**src/design/hrde_pkg.sv**
```systemverilog
// Shared types and constants for the HID report differencer.
// Used by hrde_front, hrde_queue, hrde_back and hid_report_diff_to_events.
package hrde_pkg;

  // Input operation codes
  typedef enum logic [1:0] {
    OP_MOUSE = 2'd0,
    OP_KBD   = 2'd1,
    OP_TICK  = 2'd2,
    OP_CONN  = 2'd3
  } op_e;

  // Event kinds on the output
  typedef enum logic [2:0] {
    EV_KEY_PRESS   = 3'd0,
    EV_KEY_RELEASE = 3'd1,
    EV_BTN_PRESS   = 3'd2,
    EV_BTN_RELEASE = 3'd3,
    EV_MOVE        = 3'd4,
    EV_SCROLL      = 3'd5,
    EV_TICK        = 3'd6
  } kind_e;

  localparam int unsigned NUM_SLOTS    = 6;
  localparam int unsigned NUM_KEYS     = 2 * NUM_SLOTS;
  // Pending-event bits: 8 modifier changes, 6 releases, 6 presses
  localparam int unsigned JOB_W        = 8 + 2 * NUM_SLOTS;
  localparam int unsigned IDX_W        = $clog2(JOB_W);
  localparam int unsigned KIDX_W       = $clog2(NUM_KEYS);
  localparam int unsigned QUEUE_DEPTH  = 2;
  localparam int unsigned QPTR_W       = $clog2(QUEUE_DEPTH);
  localparam int unsigned QCNT_W       = $clog2(QUEUE_DEPTH + 1);
  localparam logic [7:0]  MOD_KEY_BASE = 8'hE0;

  // Mouse job bit positions
  localparam logic [IDX_W-1:0] MOUSE_MOVE_BIT   = 5'd0;
  localparam logic [IDX_W-1:0] MOUSE_SCROLL_BIT = 5'd1;
  localparam logic [IDX_W-1:0] MOUSE_BTN_BASE   = 5'd2;
  // Keyboard job: first slot-key position
  localparam logic [IDX_W-1:0] KBD_KEY_BASE     = 5'd8;

  typedef logic [IDX_W-1:0] idx_t;

  // One classified item: snapshot of the values plus the set of events to emit.
  // keys[0..5] hold the previous report's slots, keys[6..11] the new ones.
  typedef struct packed {
    op_e                        op;
    logic [63:0]                stamp;
    logic [7:0]                 flags;
    logic [NUM_KEYS-1:0][7:0]   keys;
    logic [7:0]                 dx;
    logic [7:0]                 dy;
    logic [7:0]                 wheel;
    logic [JOB_W-1:0]           mask;
  } job_t;

endpackage

```
**src/design/hrde_front.sv**
```systemverilog
// Front end: accepts items, diffs them against the stored reports and builds jobs.
// Depends on hrde_pkg.
module hrde_front (
  input  logic                                clk_i,
  input  logic                                rst_ni,
  input  logic                                valid_i,
  input  logic                                full_i,
  input  hrde_pkg::op_e                       op_i,
  input  logic [63:0]                         stamp_i,
  input  logic [7:0]                          flags_i,
  input  logic [hrde_pkg::NUM_SLOTS-1:0][7:0] keys_i,
  input  logic [7:0]                          dx_i,
  input  logic [7:0]                          dy_i,
  input  logic [7:0]                          wheel_i,
  output logic                                stall_o,
  output logic                                push_o,
  output hrde_pkg::job_t                      job_o
);

  logic [7:0]                          prev_mod_q, prev_mod_d;
  logic [7:0]                          prev_btn_q, prev_btn_d;
  logic [hrde_pkg::NUM_SLOTS-1:0][7:0] prev_keys_q, prev_keys_d;
  logic [hrde_pkg::NUM_SLOTS-1:0]      rel, press;
  logic [hrde_pkg::JOB_W-1:0]          mask;
  logic                                accept;

  assign stall_o = full_i;
  assign accept  = valid_i && !full_i;

  // Find released and newly pressed keys, slot by slot
  always_comb begin
    for (int i = 0; i < hrde_pkg::NUM_SLOTS; i++) begin
      rel[i]   = (prev_keys_q[i] != 8'd0);
      press[i] = (keys_i[i] != 8'd0);
      for (int j = 0; j < hrde_pkg::NUM_SLOTS; j++) begin
        if (keys_i[j] == prev_keys_q[i]) rel[i] = 1'b0;
        if (prev_keys_q[j] == keys_i[i]) press[i] = 1'b0;
      end
    end
  end

  // Classify the item into a set of pending events
  always_comb begin
    unique case (op_i)
      hrde_pkg::OP_MOUSE: begin
        mask = {10'd0, flags_i ^ prev_btn_q, (wheel_i != 8'd0),
                ((dx_i != 8'd0) || (dy_i != 8'd0))};
      end
      hrde_pkg::OP_KBD: begin
        mask = {press, rel, flags_i ^ prev_mod_q};
      end
      hrde_pkg::OP_TICK: begin
        mask = hrde_pkg::JOB_W'(1);
      end
      default: begin
        mask = '0;
      end
    endcase
  end

  // Build the job and push only when it carries events
  always_comb begin
    job_o.op    = op_i;
    job_o.stamp = stamp_i;
    job_o.flags = flags_i;
    job_o.keys  = {keys_i, prev_keys_q};
    job_o.dx    = dx_i;
    job_o.dy    = dy_i;
    job_o.wheel = wheel_i;
    job_o.mask  = mask;
    push_o      = accept && (mask != '0);
  end

  // Update the stored reports on each transfer
  always_comb begin
    prev_mod_d  = prev_mod_q;
    prev_btn_d  = prev_btn_q;
    prev_keys_d = prev_keys_q;
    if (accept) begin
      unique case (op_i)
        hrde_pkg::OP_MOUSE: begin
          prev_btn_d = flags_i;
        end
        hrde_pkg::OP_KBD: begin
          prev_mod_d  = flags_i;
          prev_keys_d = keys_i;
        end
        hrde_pkg::OP_CONN: begin
          prev_mod_d  = '0;
          prev_btn_d  = '0;
          prev_keys_d = '0;
        end
        default: begin
          prev_mod_d = prev_mod_q;
        end
      endcase
    end
  end

  always_ff @(posedge clk_i or negedge rst_ni) begin
    if (!rst_ni) begin
      prev_mod_q  <= '0;
      prev_btn_q  <= '0;
      prev_keys_q <= '0;
    end else begin
      prev_mod_q  <= prev_mod_d;
      prev_btn_q  <= prev_btn_d;
      prev_keys_q <= prev_keys_d;
    end
  end

endmodule

```
**src/design/hrde_queue.sv**
```systemverilog
// Short job queue between the front end and the event sequencer.
// Depends on hrde_pkg.
module hrde_queue (
  input  logic           clk_i,
  input  logic           rst_ni,
  input  logic           push_i,
  input  hrde_pkg::job_t wdata_i,
  input  logic           pop_i,
  output hrde_pkg::job_t rdata_o,
  output logic           full_o,
  output logic           empty_o
);

  hrde_pkg::job_t                     store_q [hrde_pkg::QUEUE_DEPTH];
  logic [hrde_pkg::QPTR_W-1:0]        wr_ptr_q, wr_ptr_d;
  logic [hrde_pkg::QPTR_W-1:0]        rd_ptr_q, rd_ptr_d;
  logic [hrde_pkg::QCNT_W-1:0]        count_q, count_d;

  assign full_o  = (count_q == hrde_pkg::QCNT_W'(hrde_pkg::QUEUE_DEPTH));
  assign empty_o = (count_q == '0);
  assign rdata_o = store_q[rd_ptr_q];

  // Advance pointers and occupancy
  always_comb begin
    wr_ptr_d = wr_ptr_q;
    rd_ptr_d = rd_ptr_q;
    count_d  = count_q;
    if (push_i) begin
      wr_ptr_d = (wr_ptr_q == hrde_pkg::QPTR_W'(hrde_pkg::QUEUE_DEPTH - 1)) ? '0
                 : wr_ptr_q + 1'b1;
    end
    if (pop_i) begin
      rd_ptr_d = (rd_ptr_q == hrde_pkg::QPTR_W'(hrde_pkg::QUEUE_DEPTH - 1)) ? '0
                 : rd_ptr_q + 1'b1;
    end
    if (push_i && !pop_i) count_d = count_q + 1'b1;
    else if (pop_i && !push_i) count_d = count_q - 1'b1;
  end

  always_ff @(posedge clk_i or negedge rst_ni) begin
    if (!rst_ni) begin
      wr_ptr_q <= '0;
      rd_ptr_q <= '0;
      count_q  <= '0;
    end else begin
      wr_ptr_q <= wr_ptr_d;
      rd_ptr_q <= rd_ptr_d;
      count_q  <= count_d;
    end
  end

  // Hold job payloads
  always_ff @(posedge clk_i) begin
    if (push_i) store_q[wr_ptr_q] <= wdata_i;
  end

  assert property (@(posedge clk_i) disable iff (!rst_ni)
    count_q <= hrde_pkg::QCNT_W'(hrde_pkg::QUEUE_DEPTH))
    else $error("queue occupancy beyond depth");

  assert property (@(posedge clk_i) disable iff (!rst_ni)
    push_i |-> !full_o)
    else $error("job pushed into a full queue");

  assert property (@(posedge clk_i) disable iff (!rst_ni)
    pop_i |-> !empty_o)
    else $error("job popped from an empty queue");

endmodule

```
**src/design/hrde_back.sv**
```systemverilog
// Event sequencer: walks a job's pending events lowest first, one per cycle while
// the output is not stalled, into the output register. Depends on hrde_pkg.
module hrde_back (
  input  logic           clk_i,
  input  logic           rst_ni,
  input  logic           empty_i,
  input  hrde_pkg::job_t job_i,
  output logic           pop_o,
  input  logic           out_stall_i,
  output logic           out_valid_o,
  output logic [2:0]     event_kind_o,
  output logic [63:0]    event_time_o,
  output logic [7:0]     code_o,
  output logic [7:0]     dx_o,
  output logic [7:0]     dy_o,
  output logic [7:0]     scroll_o,
  output logic           last_o
);

  hrde_pkg::job_t             job_q, job_d;
  logic [hrde_pkg::JOB_W-1:0] mask_q, mask_d, mask_rest;
  logic                       work_valid_q, work_valid_d;
  hrde_pkg::idx_t             idx;
  hrde_pkg::idx_t             btn_idx;
  logic [2:0]                 bit_sel;
  logic [hrde_pkg::KIDX_W-1:0] key_idx;
  logic                       emit, fin;

  logic                       out_valid_q, out_valid_d;
  hrde_pkg::kind_e            kind_q, kind_d;
  logic [63:0]                time_q;
  logic [7:0]                 code_q, code_d;
  logic [7:0]                 dx_q, dx_d, dy_q, dy_d, scroll_q, scroll_d;
  logic                       last_q;

  // Pick the lowest pending event
  always_comb begin
    idx = '0;
    for (int i = hrde_pkg::JOB_W - 1; i >= 0; i--) begin
      if (mask_q[i]) idx = hrde_pkg::idx_t'(i);
    end
  end

  assign mask_rest = mask_q & (mask_q - 1'b1);
  assign emit      = work_valid_q && (!out_valid_q || !out_stall_i);
  assign fin       = (mask_rest == '0);
  assign pop_o     = !empty_i && (!work_valid_q || (emit && fin));

  // Decode the chosen event
  always_comb begin
    btn_idx  = idx - hrde_pkg::MOUSE_BTN_BASE;
    key_idx  = hrde_pkg::KIDX_W'(idx - hrde_pkg::KBD_KEY_BASE);
    bit_sel  = 3'd0;
    kind_d   = hrde_pkg::EV_TICK;
    code_d   = 8'd0;
    dx_d     = 8'd0;
    dy_d     = 8'd0;
    scroll_d = 8'd0;
    unique case (job_q.op)
      hrde_pkg::OP_MOUSE: begin
        if (idx == hrde_pkg::MOUSE_MOVE_BIT) begin
          kind_d = hrde_pkg::EV_MOVE;
          dx_d   = job_q.dx;
          dy_d   = job_q.dy;
        end else if (idx == hrde_pkg::MOUSE_SCROLL_BIT) begin
          kind_d   = hrde_pkg::EV_SCROLL;
          scroll_d = job_q.wheel;
        end else begin
          bit_sel = btn_idx[2:0];
          kind_d  = job_q.flags[bit_sel] ? hrde_pkg::EV_BTN_PRESS
                                         : hrde_pkg::EV_BTN_RELEASE;
          code_d  = {5'd0, bit_sel} + 8'd1;
        end
      end
      hrde_pkg::OP_KBD: begin
        if (idx < hrde_pkg::KBD_KEY_BASE) begin
          bit_sel = idx[2:0];
          kind_d  = job_q.flags[bit_sel] ? hrde_pkg::EV_KEY_PRESS
                                         : hrde_pkg::EV_KEY_RELEASE;
          code_d  = hrde_pkg::MOD_KEY_BASE | {5'd0, bit_sel};
        end else begin
          kind_d = (key_idx < hrde_pkg::KIDX_W'(hrde_pkg::NUM_SLOTS))
                   ? hrde_pkg::EV_KEY_RELEASE : hrde_pkg::EV_KEY_PRESS;
          code_d = job_q.keys[key_idx];
        end
      end
      default: begin
        kind_d = hrde_pkg::EV_TICK;
      end
    endcase
  end

  // Load the next job, retire events
  always_comb begin
    job_d        = job_q;
    mask_d       = mask_q;
    work_valid_d = work_valid_q;
    if (emit) begin
      mask_d = mask_rest;
      if (fin) work_valid_d = 1'b0;
    end
    if (pop_o) begin
      job_d        = job_i;
      mask_d       = job_i.mask;
      work_valid_d = 1'b1;
    end
    out_valid_d = emit ? 1'b1 : (out_valid_q && out_stall_i);
  end

  always_ff @(posedge clk_i or negedge rst_ni) begin
    if (!rst_ni) begin
      work_valid_q <= 1'b0;
      out_valid_q  <= 1'b0;
    end else begin
      work_valid_q <= work_valid_d;
      out_valid_q  <= out_valid_d;
    end
  end

  // Hold job and output payloads
  always_ff @(posedge clk_i) begin
    job_q  <= job_d;
    mask_q <= mask_d;
    if (emit) begin
      kind_q   <= kind_d;
      time_q   <= job_q.stamp;
      code_q   <= code_d;
      dx_q     <= dx_d;
      dy_q     <= dy_d;
      scroll_q <= scroll_d;
      last_q   <= fin;
    end
  end

  assign out_valid_o  = out_valid_q;
  assign event_kind_o = kind_q;
  assign event_time_o = time_q;
  assign code_o       = code_q;
  assign dx_o         = dx_q;
  assign dy_o         = dy_q;
  assign scroll_o     = scroll_q;
  assign last_o       = last_q;

  assert property (@(posedge clk_i) disable iff (!rst_ni)
    work_valid_q |-> (mask_q != '0))
    else $error("active job with no pending events");

  assert property (@(posedge clk_i) disable iff (!rst_ni)
    (emit && !fin) |=> work_valid_q)
    else $error("job dropped before its last event");

endmodule

```
**src/design/hid_report_diff_to_events.sv**
```systemverilog
// Top level of the HID report differencer: front end, job queue, event sequencer.
// Depends on hrde_pkg, hrde_front, hrde_queue and hrde_back.
//
//   Channel  Direction  Handshake                Payload
//   in       input      in_valid_i / in_stall_o  op, timestamp, flag bits, six key slots,
//                                                move x/y, wheel
//   out      output     out_valid_o / out_stall_i  event kind, time, code, dx, dy,
//                                                scroll, last
//
// The front end takes one item per cycle while the two-entry job queue has room.
// The sequencer emits one event per cycle while the output is not stalled; an item
// yields up to 20 events (a keyboard report), and its first event passes through
// the queue entry, the sequencer's job register and the output register. Items that
// cause no event (connect, unchanged reports) only update state.
// Reset clears the stored reports and empties the queue and output register.
// Output stall holds the current event; input stall is raised only while the queue is full.
module hid_report_diff_to_events (
  input  logic              clk_i,
  input  logic              rst_ni,
  input  logic              in_valid_i,
  output logic              in_stall_o,
  input  logic [1:0]        op_i,
  input  logic [63:0]       timestamp_i,
  input  logic [7:0]        flag_bits_i,
  input  logic [7:0]        key_slot_0_i,
  input  logic [7:0]        key_slot_1_i,
  input  logic [7:0]        key_slot_2_i,
  input  logic [7:0]        key_slot_3_i,
  input  logic [7:0]        key_slot_4_i,
  input  logic [7:0]        key_slot_5_i,
  input  logic signed [7:0] move_x_i,
  input  logic signed [7:0] move_y_i,
  input  logic signed [7:0] wheel_i,
  output logic              out_valid_o,
  input  logic              out_stall_i,
  output logic [2:0]        event_kind_o,
  output logic [63:0]       event_time_o,
  output logic [7:0]        code_o,
  output logic signed [7:0] out_dx_o,
  output logic signed [7:0] out_dy_o,
  output logic signed [7:0] out_scroll_o,
  output logic              last_o
);

  hrde_pkg::job_t push_job, head_job;
  logic           push, pop, q_full, q_empty;
  logic [7:0]     dx_raw, dy_raw, scroll_raw;

  // Classify items and track stored reports
  hrde_front u_front (
    .clk_i   (clk_i),
    .rst_ni  (rst_ni),
    .valid_i (in_valid_i),
    .full_i  (q_full),
    .op_i    (hrde_pkg::op_e'(op_i)),
    .stamp_i (timestamp_i),
    .flags_i (flag_bits_i),
    .keys_i  ({key_slot_5_i, key_slot_4_i, key_slot_3_i,
               key_slot_2_i, key_slot_1_i, key_slot_0_i}),
    .dx_i    (8'(move_x_i)),
    .dy_i    (8'(move_y_i)),
    .wheel_i (8'(wheel_i)),
    .stall_o (in_stall_o),
    .push_o  (push),
    .job_o   (push_job)
  );

  // Decouple front and back
  hrde_queue u_queue (
    .clk_i   (clk_i),
    .rst_ni  (rst_ni),
    .push_i  (push),
    .wdata_i (push_job),
    .pop_i   (pop),
    .rdata_o (head_job),
    .full_o  (q_full),
    .empty_o (q_empty)
  );

  // Emit events one per cycle while the output is not stalled
  hrde_back u_back (
    .clk_i        (clk_i),
    .rst_ni       (rst_ni),
    .empty_i      (q_empty),
    .job_i        (head_job),
    .pop_o        (pop),
    .out_stall_i  (out_stall_i),
    .out_valid_o  (out_valid_o),
    .event_kind_o (event_kind_o),
    .event_time_o (event_time_o),
    .code_o       (code_o),
    .dx_o         (dx_raw),
    .dy_o         (dy_raw),
    .scroll_o     (scroll_raw),
    .last_o       (last_o)
  );

  assign out_dx_o     = $signed(dx_raw);
  assign out_dy_o     = $signed(dy_raw);
  assign out_scroll_o = $signed(scroll_raw);

endmodule
```
**config.mk**
```make
export PLATFORM = sky130hd
export DESIGN_NAME = hid_report_diff_to_events
export DESIGN_NICKNAME = d
export VERILOG_FILES = /design/src/design/hrde_pkg.sv /design/src/design/hrde_front.sv /design/src/design/hrde_queue.sv /design/src/design/hrde_back.sv /design/src/design/hid_report_diff_to_events.sv
export SDC_FILE = /design/constraint.sdc
export NUM_CORES = 1
export LEC_CHECK = 0
export BUFFER_PORTS_ARGS = -buffer_cell sky130_fd_sc_hd__clkbuf_2
export CAP_MARGIN = 20
export CORE_AREA = 2 2 341 259
export CTS_CLUSTER_SIZE = 16
export DETAILED_ROUTE_END_ITERATION = 12
export DIE_AREA = 0 0 343 261
export SLEW_MARGIN = 20
export SYNTH_ARGS = -nofsm -noshare
export SYNTH_HDL_FRONTEND = slang
export SYNTH_SLANG_ARGS = --single-unit
```
**constraint.sdc**
```tcl
create_clock -name clk_i -period 14.9 [get_ports clk_i]
set_input_delay 2.98 -clock clk_i [delete_from_list [all_inputs] [get_ports clk_i]]
set_output_delay 2.98 -clock clk_i [all_outputs]
set_load 0.05 [all_outputs]
```
; Yosys cells after proc, flatten, opt, wreduce, memory -nomap -nowiden
; Memories as Yosys holds them, arrays and structs flattened.
; Cells that the tools add are included.
[totals]
reg_bits = 384
ram_bits = 428
inputBits = 150
out_inout_bits = 102
word_cells = 310
mem_count = 1
[op_classes]
n_addsub = 8
order_cmp = 5
eq_ne = 78
n_mux = 125
bitwise_logic = 5
reduce_logical = 49
[mem_list]
columns = memory, depth, width, rd, rd_clocked_by_memory_dff, wr, line
row1 = u_queue.store_q, 2, 214, 1, 0, 1, hrde_queue.sv:14  ; hrde_pkg::job_t store_q [hrde_pkg::QUEUE_DEPTH];
[op_table]
columns = cell, n
row1 = == test 8 bit, 72
row2 = nonzero test 8 bit, 15
row3 = 2-to-1 mux 5 bit, 20
row4 = one-hot mux 48 bit (2 select lines), 1
row5 = 2-to-1 mux 1 bit, 85
row6 = one-hot mux 20 bit (3 select lines), 1
row7 = one-hot mux 8 bit (2 select lines), 3
row8 = 2-to-1 mux 20 bit, 2
row9 = binary-select mux 8 bit (select 4 bit), 1
row10 = 2-to-1 mux 8 bit, 4
row11 = AND 20 bit, 1
row12 = zero test 20 bit, 1
row13 = nonzero test 20 bit, 1
row14 = "subtractor 20 x 1 -> 20 bit, second input constant", 1
row15 = XOR 8 bit, 2
row16 = nonzero test 2 bit, 5
row17 = 2-to-1 mux 3 bit, 3
row18 = logical AND 1 bit, 8
row19 = "less-than comparator 3 x 4 -> 1 bit, second input constant", 2
row20 = AND reduction 2 bit, 4
row21 = zero test 1 bit, 7
row22 = binary-select mux 1 bit (select 3 bit), 2
row23 = "== test 2 bit, second input constant", 3
row24 = zero test 2 bit, 3
row25 = other kinds (17), 23

; Longest topological paths before layout
; Gate-level depths: netlist of the first run.
[logic_depth]
word_depth = 27
depth_mapped = 14
depth_no_buf = 13

; Cells and area by module
; Synthesis of the first run repeated with hierarchy kept, for this count alone.
[hier_totals]
cells_unflattened = 2394
area_unflattened_um2 = 36638.9
[modules_own_cells]
columns = module, n_inst, cells_per_inst, area_per_inst_um2, seq_area_each_um2
row1 = hrde_queue, 1, 682, 16244.3, 12952.4
row2 = hrde_back, 1, 680, 11952.7, 9479.1
row3 = hrde_front, 1, 1032, 8441.8, 1601.5

; Least setup slack after synthesis of the first run
; OpenSTA, ideal clock, no wires.
[synth_path]
kind = input to register
startpoint = input port key_slot_2_i[1]
endpoint = memory u_queue.store_q[0][0] in the netlist's numbering (enable)
setup_time_ps = 818
arrival_ps = 14145
required_ps = 14082
path_slack_ps = -62
stages = 10
n_path_buf = 1
cell_sequence = clkbuf_1 xor2_1 nor4_1 nand2_1 nand4_1 a2111oi_0 or4_1 nor3_1 a31oi_1 nor2b_1
[synth_rtl]
columns = item, line
row1 = from (decl), hid_report_diff_to_events.sv:27  ; input logic [7:0] key_slot_2_i,
row2 = to (decl), hrde_queue.sv:14

==> metrics.md, run 1 <==
| Metric | Value |
|---|---|
| Status | `completed` |
| Crit path DAT | `between 8 and 9 ns` |
| RSZ-0062 raised after global routing | `false` |
| WS Path Type | `in2reg` |
| Via density | `~5.3` |
| Reg2reg start | `u_front.job_o[88]$_DFFE_PN0P_` |
| Launch point of the worst path | `op_i[1]` |
| DIE HEIGHT | `approximately 260 um` |
| Global-route total usage across every layer | `about a fifth` |
| Yosys warning count | `0` |
| Clk_lat worst skew | `between 0.6 and 0.7 ns` |
| Most frequent cells in the layout | `edfxtp_1 (742), clkbuf_2 (250), xor2_1 (220)` |
| Clk slew on worst S/H paths | `about 0.060 ns` |
| 1st-iter DRT viols | `~1800` |
| Final count of negative-setup-slack endpoints | `0` |
| Commonest non-fill, non-tap cell in the layout | `edfxtp_1` |
| Max-cap violations | `0` |
| Final Hold Fails | `0` |
| Power Internal | `4.556 mW` |
| Minimum clock period | `between 7 and 8 ns` |
| Switching share of power | `29.34%` |
| Synthesized flop and latch total | `~800` |
| Critical Path RT | `about 15 ns` |
| Reg2reg path depth | `11` |
| Setup TNS | `0 ns` |
| Share of cells above drive strength 1 | `around 26%` |
| Main area contributors after synthesis | `edfxtp_1 (65%), mux2_2 (6.6%), xor2_1 (5.6%), dfrtp_1 (5.1%), xnor2_1 (2.3%)` |
| Hpwl dp | `around 58000 um` |
| DIE AREA | `89520 um^2` |
| Die X-Extent | `between 300 and 400 um` |
| Area leader, netlist | `edfxtp_1` |
| Reg2reg end | `u_queue.store_q[0][82]$_DFFE_PP_` |
| Drt total wl | `88420 um` |
| Fin. max-slew vios | `0` |
| Worst hold stages | `0` |
| Register share of total power | `about 53%` |
| Maximum vdd drop | `between 80 and 90 uV` |
| Initial antenna violation count | `3` |
| Reg2Reg Setup Slack | `between 9 and 10 ns` |
| Netlist cell types | `64` |
| Row cnt | `94` |
| Wirelength per Cell | `24.40 um` |
| Worst Setup EP | `u_queue.store_q[0][82]$_DFFE_PP_` |
| Clock power frac | `approximately a third` |
| Initial Util | `39.44%` |
| First-pass GRT wire length | `128300 um` |
| Area of the core | `about 87000 um^2` |
| Detailed Routing Iterations Pass 1 | `7` |
| Clock buffer depth | `3` |
| Combinational power share | `between 10% and 20%` |
| Clock sink count | `812` |
| Critical Path Fanout Max | `63` |
| Skew final | `~0.037 ns` |
| Vias in the first global route | `roughly 19000` |
| Area of the mapped netlist | `~34000 um^2` |
| FFs w/ async S/R, synth | `roughly 8.6%` |
| Fill cells | `about 7500` |
| Largest net degree at the start of global routing | `about 160` |
| # resized after CTS | `0` |
| Synth-to-Final Area Change | `15.03%` |
| Cells after Synth | `~2200` |
| Mapped Avg Cell Area | `around 16 um^2` |
| Drt drc | `0` |
| Final Core Density | `45.37%` |
| Worst-Margin Slew | `1.114 ns` |
| Leakage | `13.96 nW` |
| H-tree depth | `3` |
| Crit share post-route | `52.29%` |
| Top FF cell, synth | `edfxtp_1` |
| Root Buffer | `clkbuf_16` |
| Hold Buf Count CTS | `0` |
| CP endpoint kind | `register` |
| Grt ovf | `0` |
| Post-CTS Setup Bufs | `0` |
| IO Count | `~250` |
| Relative slew margins | `25.72%` |
| CTS buffer count | `just over 80` |
| Port-buffer cells | `approximately 250` |
| Seq/Total Area, Yosys | `a little over 70%` |
| Max Clk Rate | `approximately 130 MHz` |
| Final #Nets | `approximately 2600` |
| Post-DRT Antenna Nets | `0` |
| CP Launch Type | `input port` |
| Post-synth EDFFs | `around 740` |
| CTS tree | `done` |
| Hold/Removal Path Class | `reg2reg` |
| NetSw | `1.892 mW` |
| Total number of vias | `around 19000` |
| Gp weighted congestion | `~0.92` |
| PD cells | `164.2 nW/um^2` |
| Synth top area share | `65.26%` |
| Synth Net Count | `roughly 2400` |
[cell usage after synthesis, drive strengths merged, types with 9 or more instances]
cell and count:
mux2 200, clkbuf 114, mux4 9, mux2i 69
nand4 38, and2 29, nand3 12, xnor2 90
dfrtp 70, xor2 220, nor4 87, a21oi 19
nor2 39, nand2 126, inv 21, o21ai 86
nor3 17, buf 45, nand2b 63, edfxtp 742
ha 9
[kinds of logic (layout without fill, tap and decap cells)]
kind of cell,Yosys count,after routing,share of synthesized area (%)
buf+inv,180,452,2.045
simple gates,439,439,6.934
fa+ha+maj,12,12,0.4178
xor+xnor,310,310,7.953
mux,278,278,9.213
flops,812,812,70.39
compound gates,168,168,3.046
other cells,0,1,0
[sequential cells by signal (all words and copies together), names as in the netlist, 2 cells and up]
name	count
u_queue.store_q	428
u_back.job_q	194
u_back.event_time_o	64
u_front.job_o	48
u_back.mask_q	20
u_back.code_o	8
u_back.dx_o	8
u_back.dy_o	8
u_back.scroll_o	8
u_front.prev_btn_q	8
u_front.prev_mod_q	8
u_back.event_kind_o	3
u_queue.count_q	2
[routing by layer]
layer | GRT usage (%) | wire length [um] | vias up | share of wire [%]
met3 | 4.145 | 6904 | 166 | 7.8
met5 | 0 | 14 | - | 0.016
met1 | 27.74 | 39100 | 9678 | 44
met4 | 6.235 | 2563 | 4 | 2.9
li1 | - | - | 8562 | -
met2 | 29.88 | 39840 | 714 | 45
[power by group through the flow]
stage,clock network [mW],logic (mW),registers [mW]
after floorplan,0,0.799,3.18
after global placement,0,0.923,3.43
after detailed placement,0,0.944,3.45
after CTS,2.14,0.950,3.40
after global routing,2.22,1.04,3.44
final,2.09,0.938,3.42
[area by class of cell]
class | count | area (um^2) | area share, %
Antenna cell | 1 | 2.502 | 0.006372
Sequential cell | 812 | 24040 | 61.20
Multi-Input combinational cell | 1207 | 9440 | 24.04
Tap cell | 1152 | 1441 | 3.670
Timing Repair Buffer | 277 | 1474 | 3.753
Clock buffer | 98 | 2162 | 5.505
Clock inverter | 56 | 630.6 | 1.606
Inverter | 21 | 86.33 | 0.2198
[worst min-delay path by stage]
stage                                     start                                end
CTS                 u_back.job_q[192]$_DFFE_PP_  u_back.event_time_o[44]$_DFFE_PP_
global placement    u_back.job_q[210]$_DFFE_PP_  u_back.event_time_o[62]$_DFFE_PP_
global route        u_back.job_q[192]$_DFFE_PP_  u_back.event_time_o[44]$_DFFE_PP_
finish              u_back.job_q[192]$_DFFE_PP_  u_back.event_time_o[44]$_DFFE_PP_
floorplan           u_back.job_q[148]$_DFFE_PP_   u_back.event_time_o[0]$_DFFE_PP_
detailed placement  u_back.job_q[165]$_DFFE_PP_  u_back.event_time_o[17]$_DFFE_PP_
[critical path: stages]
cell and delay (ns):
clkbuf_2 0.13, inv_1 0.09, ha_1 0.29, nor2b_1 0.57, o21ai_0 0.27, a2111oi_0 0.81
nor4_1 0.10, a31oi_1 0.41, nor2b_4 0.75, buf_4 0.83, buf_4 0.73
[metrics by stage]
step           total power, mW  std cells  area [um^2]  hold slack (ns)  worst slack [ns]
6_report                 6.448       3624        39270           0.4042             7.109
5_1_grt                  6.697       3623        39270           0.4174             6.633
4_1_cts                  6.491       3623        39260           0.4110             7.111
3_5_place_dp             4.391       3469        36460           0.4045             6.426
3_3_place_gp             4.350       3469        36460           0.4009             6.715
2_1_floorplan            3.982       2199        34140           0.4003             4.088
Note: power is estimated with default switching activity, not from simulation.
==> run 2, diff against run 1 <==
==> constraint.sdc (replaced) <==
create_clock -name clk_i -period 6.6 [get_ports clk_i]
set_input_delay 1.32 -clock clk_i [delete_from_list [all_inputs] [get_ports clk_i]]
set_output_delay 1.32 -clock clk_i [all_outputs]
set_load 0.05 [all_outputs]
==> metrics.md, run 2 (synthesized netlist as in run 1, its figures left out) <==
| Metric | Value |
|---|---|
| PD cells | `366.9 nW/um^2 (+120%)` |
| Root Buffer | `clkbuf_16` |
| Drt total wl | `87720 um (-0.80%)` |
| 1st-iter DRT viols | `1482 (-17%)` |
| Hold/Removal Path Class | `reg2reg` |
| Hpwl dp | `57480 um (-0.49%)` |
| Fin. max-slew vios | `0 (unchanged)` |
| Fill cells | `7519 (+0.27%)` |
| Critical Path RT | `6.87 ns (-8.29 ns)` |
| Gp weighted congestion | `0.9364 (+1.8%)` |
| Status | `completed` |
| Port-buffer cells | `251 (unchanged)` |
| Hold_ws | `0.4062 ns (+0.001944 ns)` |
| Post-DRT Antenna Nets | `0 (unchanged)` |
| Most frequent cells in the layout | `edfxtp_1 (742), clkbuf_2 (250), xor2_1 (220)` |
| Largest net degree at the start of global routing | `142 (-13%)` |
| Reg area | `24040 um^2 (unchanged)` |
| Via density | `5.287 (+0.18%)` |
| CTS buffer count | `83 (+1.2%)` |
| Die X-Extent | `343 um (unchanged)` |
| Setup TNS | `0 ns (unchanged)` |
| DIE AREA | `89520 um^2 (unchanged)` |
| Most flops, register | `u_queue.store_q` |
| Maximum vdd drop | `178.8 uV (+110%)` |
| Clk_lat worst skew | `0.64 ns (about the same)` |
| Total number of vias | `19153 (+0.15%)` |
| Worst-Margin Slew | `1.052 ns (-0.06232 ns)` |
| Grt ovf | `0 (unchanged)` |
| Initial Util | `39.44% (unchanged)` |
| CTS tree | `done` |
| Max-cap violations | `0 (unchanged)` |
| Non-filler cells, final | `3623 (-0.028%)` |
| Worst path slowest cell | `a2111oi_1` |
| First-pass GRT wire length | `128400 um (about the same)` |
| Clk slew on worst S/H paths | `0.06 ns (about the same)` |
| Row cnt | `94 (unchanged)` |
| Minimum clock period | `4.764 ns` |
| Share of cells above drive strength 1 | `25.14% (-0.80 points)` |
| Crit path DAT | `5.04 ns (-3.01 ns)` |
| Final count of negative-setup-slack endpoints | `0 (unchanged)` |
| RSZ-0062 raised after global routing | `false` |
| GR Util met3 | `3.796% (-0.35 points)` |
| Critical Path Fanout Max | `78 (+24%)` |
| Clock buffer depth | `3 (unchanged)` |
| Vias in the first global route | `19358 (-0.20%)` |
| Synth-to-Final Area Change | `14.86%` |
| # resized after CTS | `0 (unchanged)` |
| WS Path Type | `in2reg` |
| GR Layer Usage met2 | `30.02% (+0.14 points)` |
| CP top delay family | `compound AO/OA/AOI/OAI gates` |
| Final Hold Fails | `0 (unchanged)` |
| Worst Path Buf+Inv | `3 (-1)` |
| Leakage | `13.90 nW (-0.41%)` |
| CP cell instances | `clkbuf_2, inv_1, ha_1, nor2b_1, o21ai_0, a2111oi_1, nor4_1, a31oi_1, nor2b_4, buf_12` |
| Relative slew margins | `29.87% (+4.2 points)` |
| Reg2Reg Setup Slack | `1.97 ns (-7.16 ns)` |
| IO Count | `252 (unchanged)` |
| DIE HEIGHT | `261 um (unchanged)` |
| Area after DPL | `36560 um^2 (+0.25%)` |
| H-tree depth | `3 (unchanged)` |
| Initial antenna violation count | `4 (+1)` |
| Commonest non-fill, non-tap cell in the layout | `edfxtp_1` |
| Wirelength per Cell | `24.21 um (-0.77%)` |
| Area of the core | `86560 um^2 (unchanged)` |
| Crit share post-route | `72.18%` |
| Global-route total usage across every layer | `19.42% (-0.047 points)` |
| Max reg flops | `428 (unchanged)` |
| CP Launch Type | `input port` |
| CP endpoint kind | `register` |
| Max Clk Rate | `around 210 MHz` |
| Clock sink count | `812 (unchanged)` |
| Hold Buf Count CTS | `0 (unchanged)` |
| Max stage delay on crit path | `0.65 ns (-0.18 ns)` |
| Final #Nets | `2561 (+0.039%)` |
| Final Cell Area | `39220 um^2 (-0.15%)` |
| Global routing's busiest layer | `met2` |
| Placed cells | `3469 (unchanged)` |
| Drt drc | `0 (unchanged)` |
| Multi-input logic area | `9444 um^2 (about the same)` |
| Detailed Routing Iterations Pass 1 | `5 (-2)` |
| Post-CTS Setup Bufs | `0 (unchanged)` |
| Skew final | `0.02126 ns (-0.01549 ns)` |
| M1 GR Usage | `27.74% (about the same)` |
[run 2: path summary, 6_finish.rpt]
kind	endpoint	startpoint	cells past startpoint
worst max register to register	u_back.job_q[153]$_DFFE_PP_	u_back.mask_q[12]$_DFFE_PP_	10
worst max-delay path	u_queue.store_q[0][167]$_DFFE_PP_	op_i[1]	10
worst min-delay path	u_back.event_time_o[61]$_DFFE_PP_	u_back.job_q[209]$_DFFE_PP_	0
min in group asynchronous	u_front.prev_btn_q[2]$_DFFE_PN0P_	rst_ni	1
worst min register to register	u_back.event_time_o[61]$_DFFE_PP_	u_back.job_q[209]$_DFFE_PP_	0
max in group asynchronous	u_queue.rd_ptr_q$_DFFE_PN0P_	rst_ni	1
[run 2: cell type report]
class / instances / area share, %
multi-input combinational: 1207 / 24.08
timing repair buffer: 277 / 3.972
inverter: 21 / 0.2201
clock buffer: 113 / 5.689
antenna: 1 / 0.006381
tap: 1152 / 3.675
clock inverter: 40 / 1.062
sequential: 812 / 61.29
[run 2: metal layers]
layer  vias up  routed length (um)
met1      9774               39520
met4         2                2509
met3       162                5722
met5         -                  12
met2       652               39950
li1       8563                   -
[run 2: through the flow]
step	utilization [%]	setup WS, ns	power, mW
floorplan	-	0.001680	8.919
global placement	42.23	1.425	9.849
detailed placement	42.23	1.208	9.941
CTS	45.29	1.876	14.47
global route	45.30	1.501	14.94
finish	45.30	1.836	14.39
[run 2: power breakdown]
group | leakage [nW] | internal [mW] | switching [mW] | total, mW
combinational | 4.82 | 0.873 | 1.22 | 2.09
sequential | 7.79 | 6.70 | 1.07 | 7.77
clock | 1.28 | 2.59 | 1.94 | 4.52
total | 13.9 | 10.2 | 4.23 | 14.4
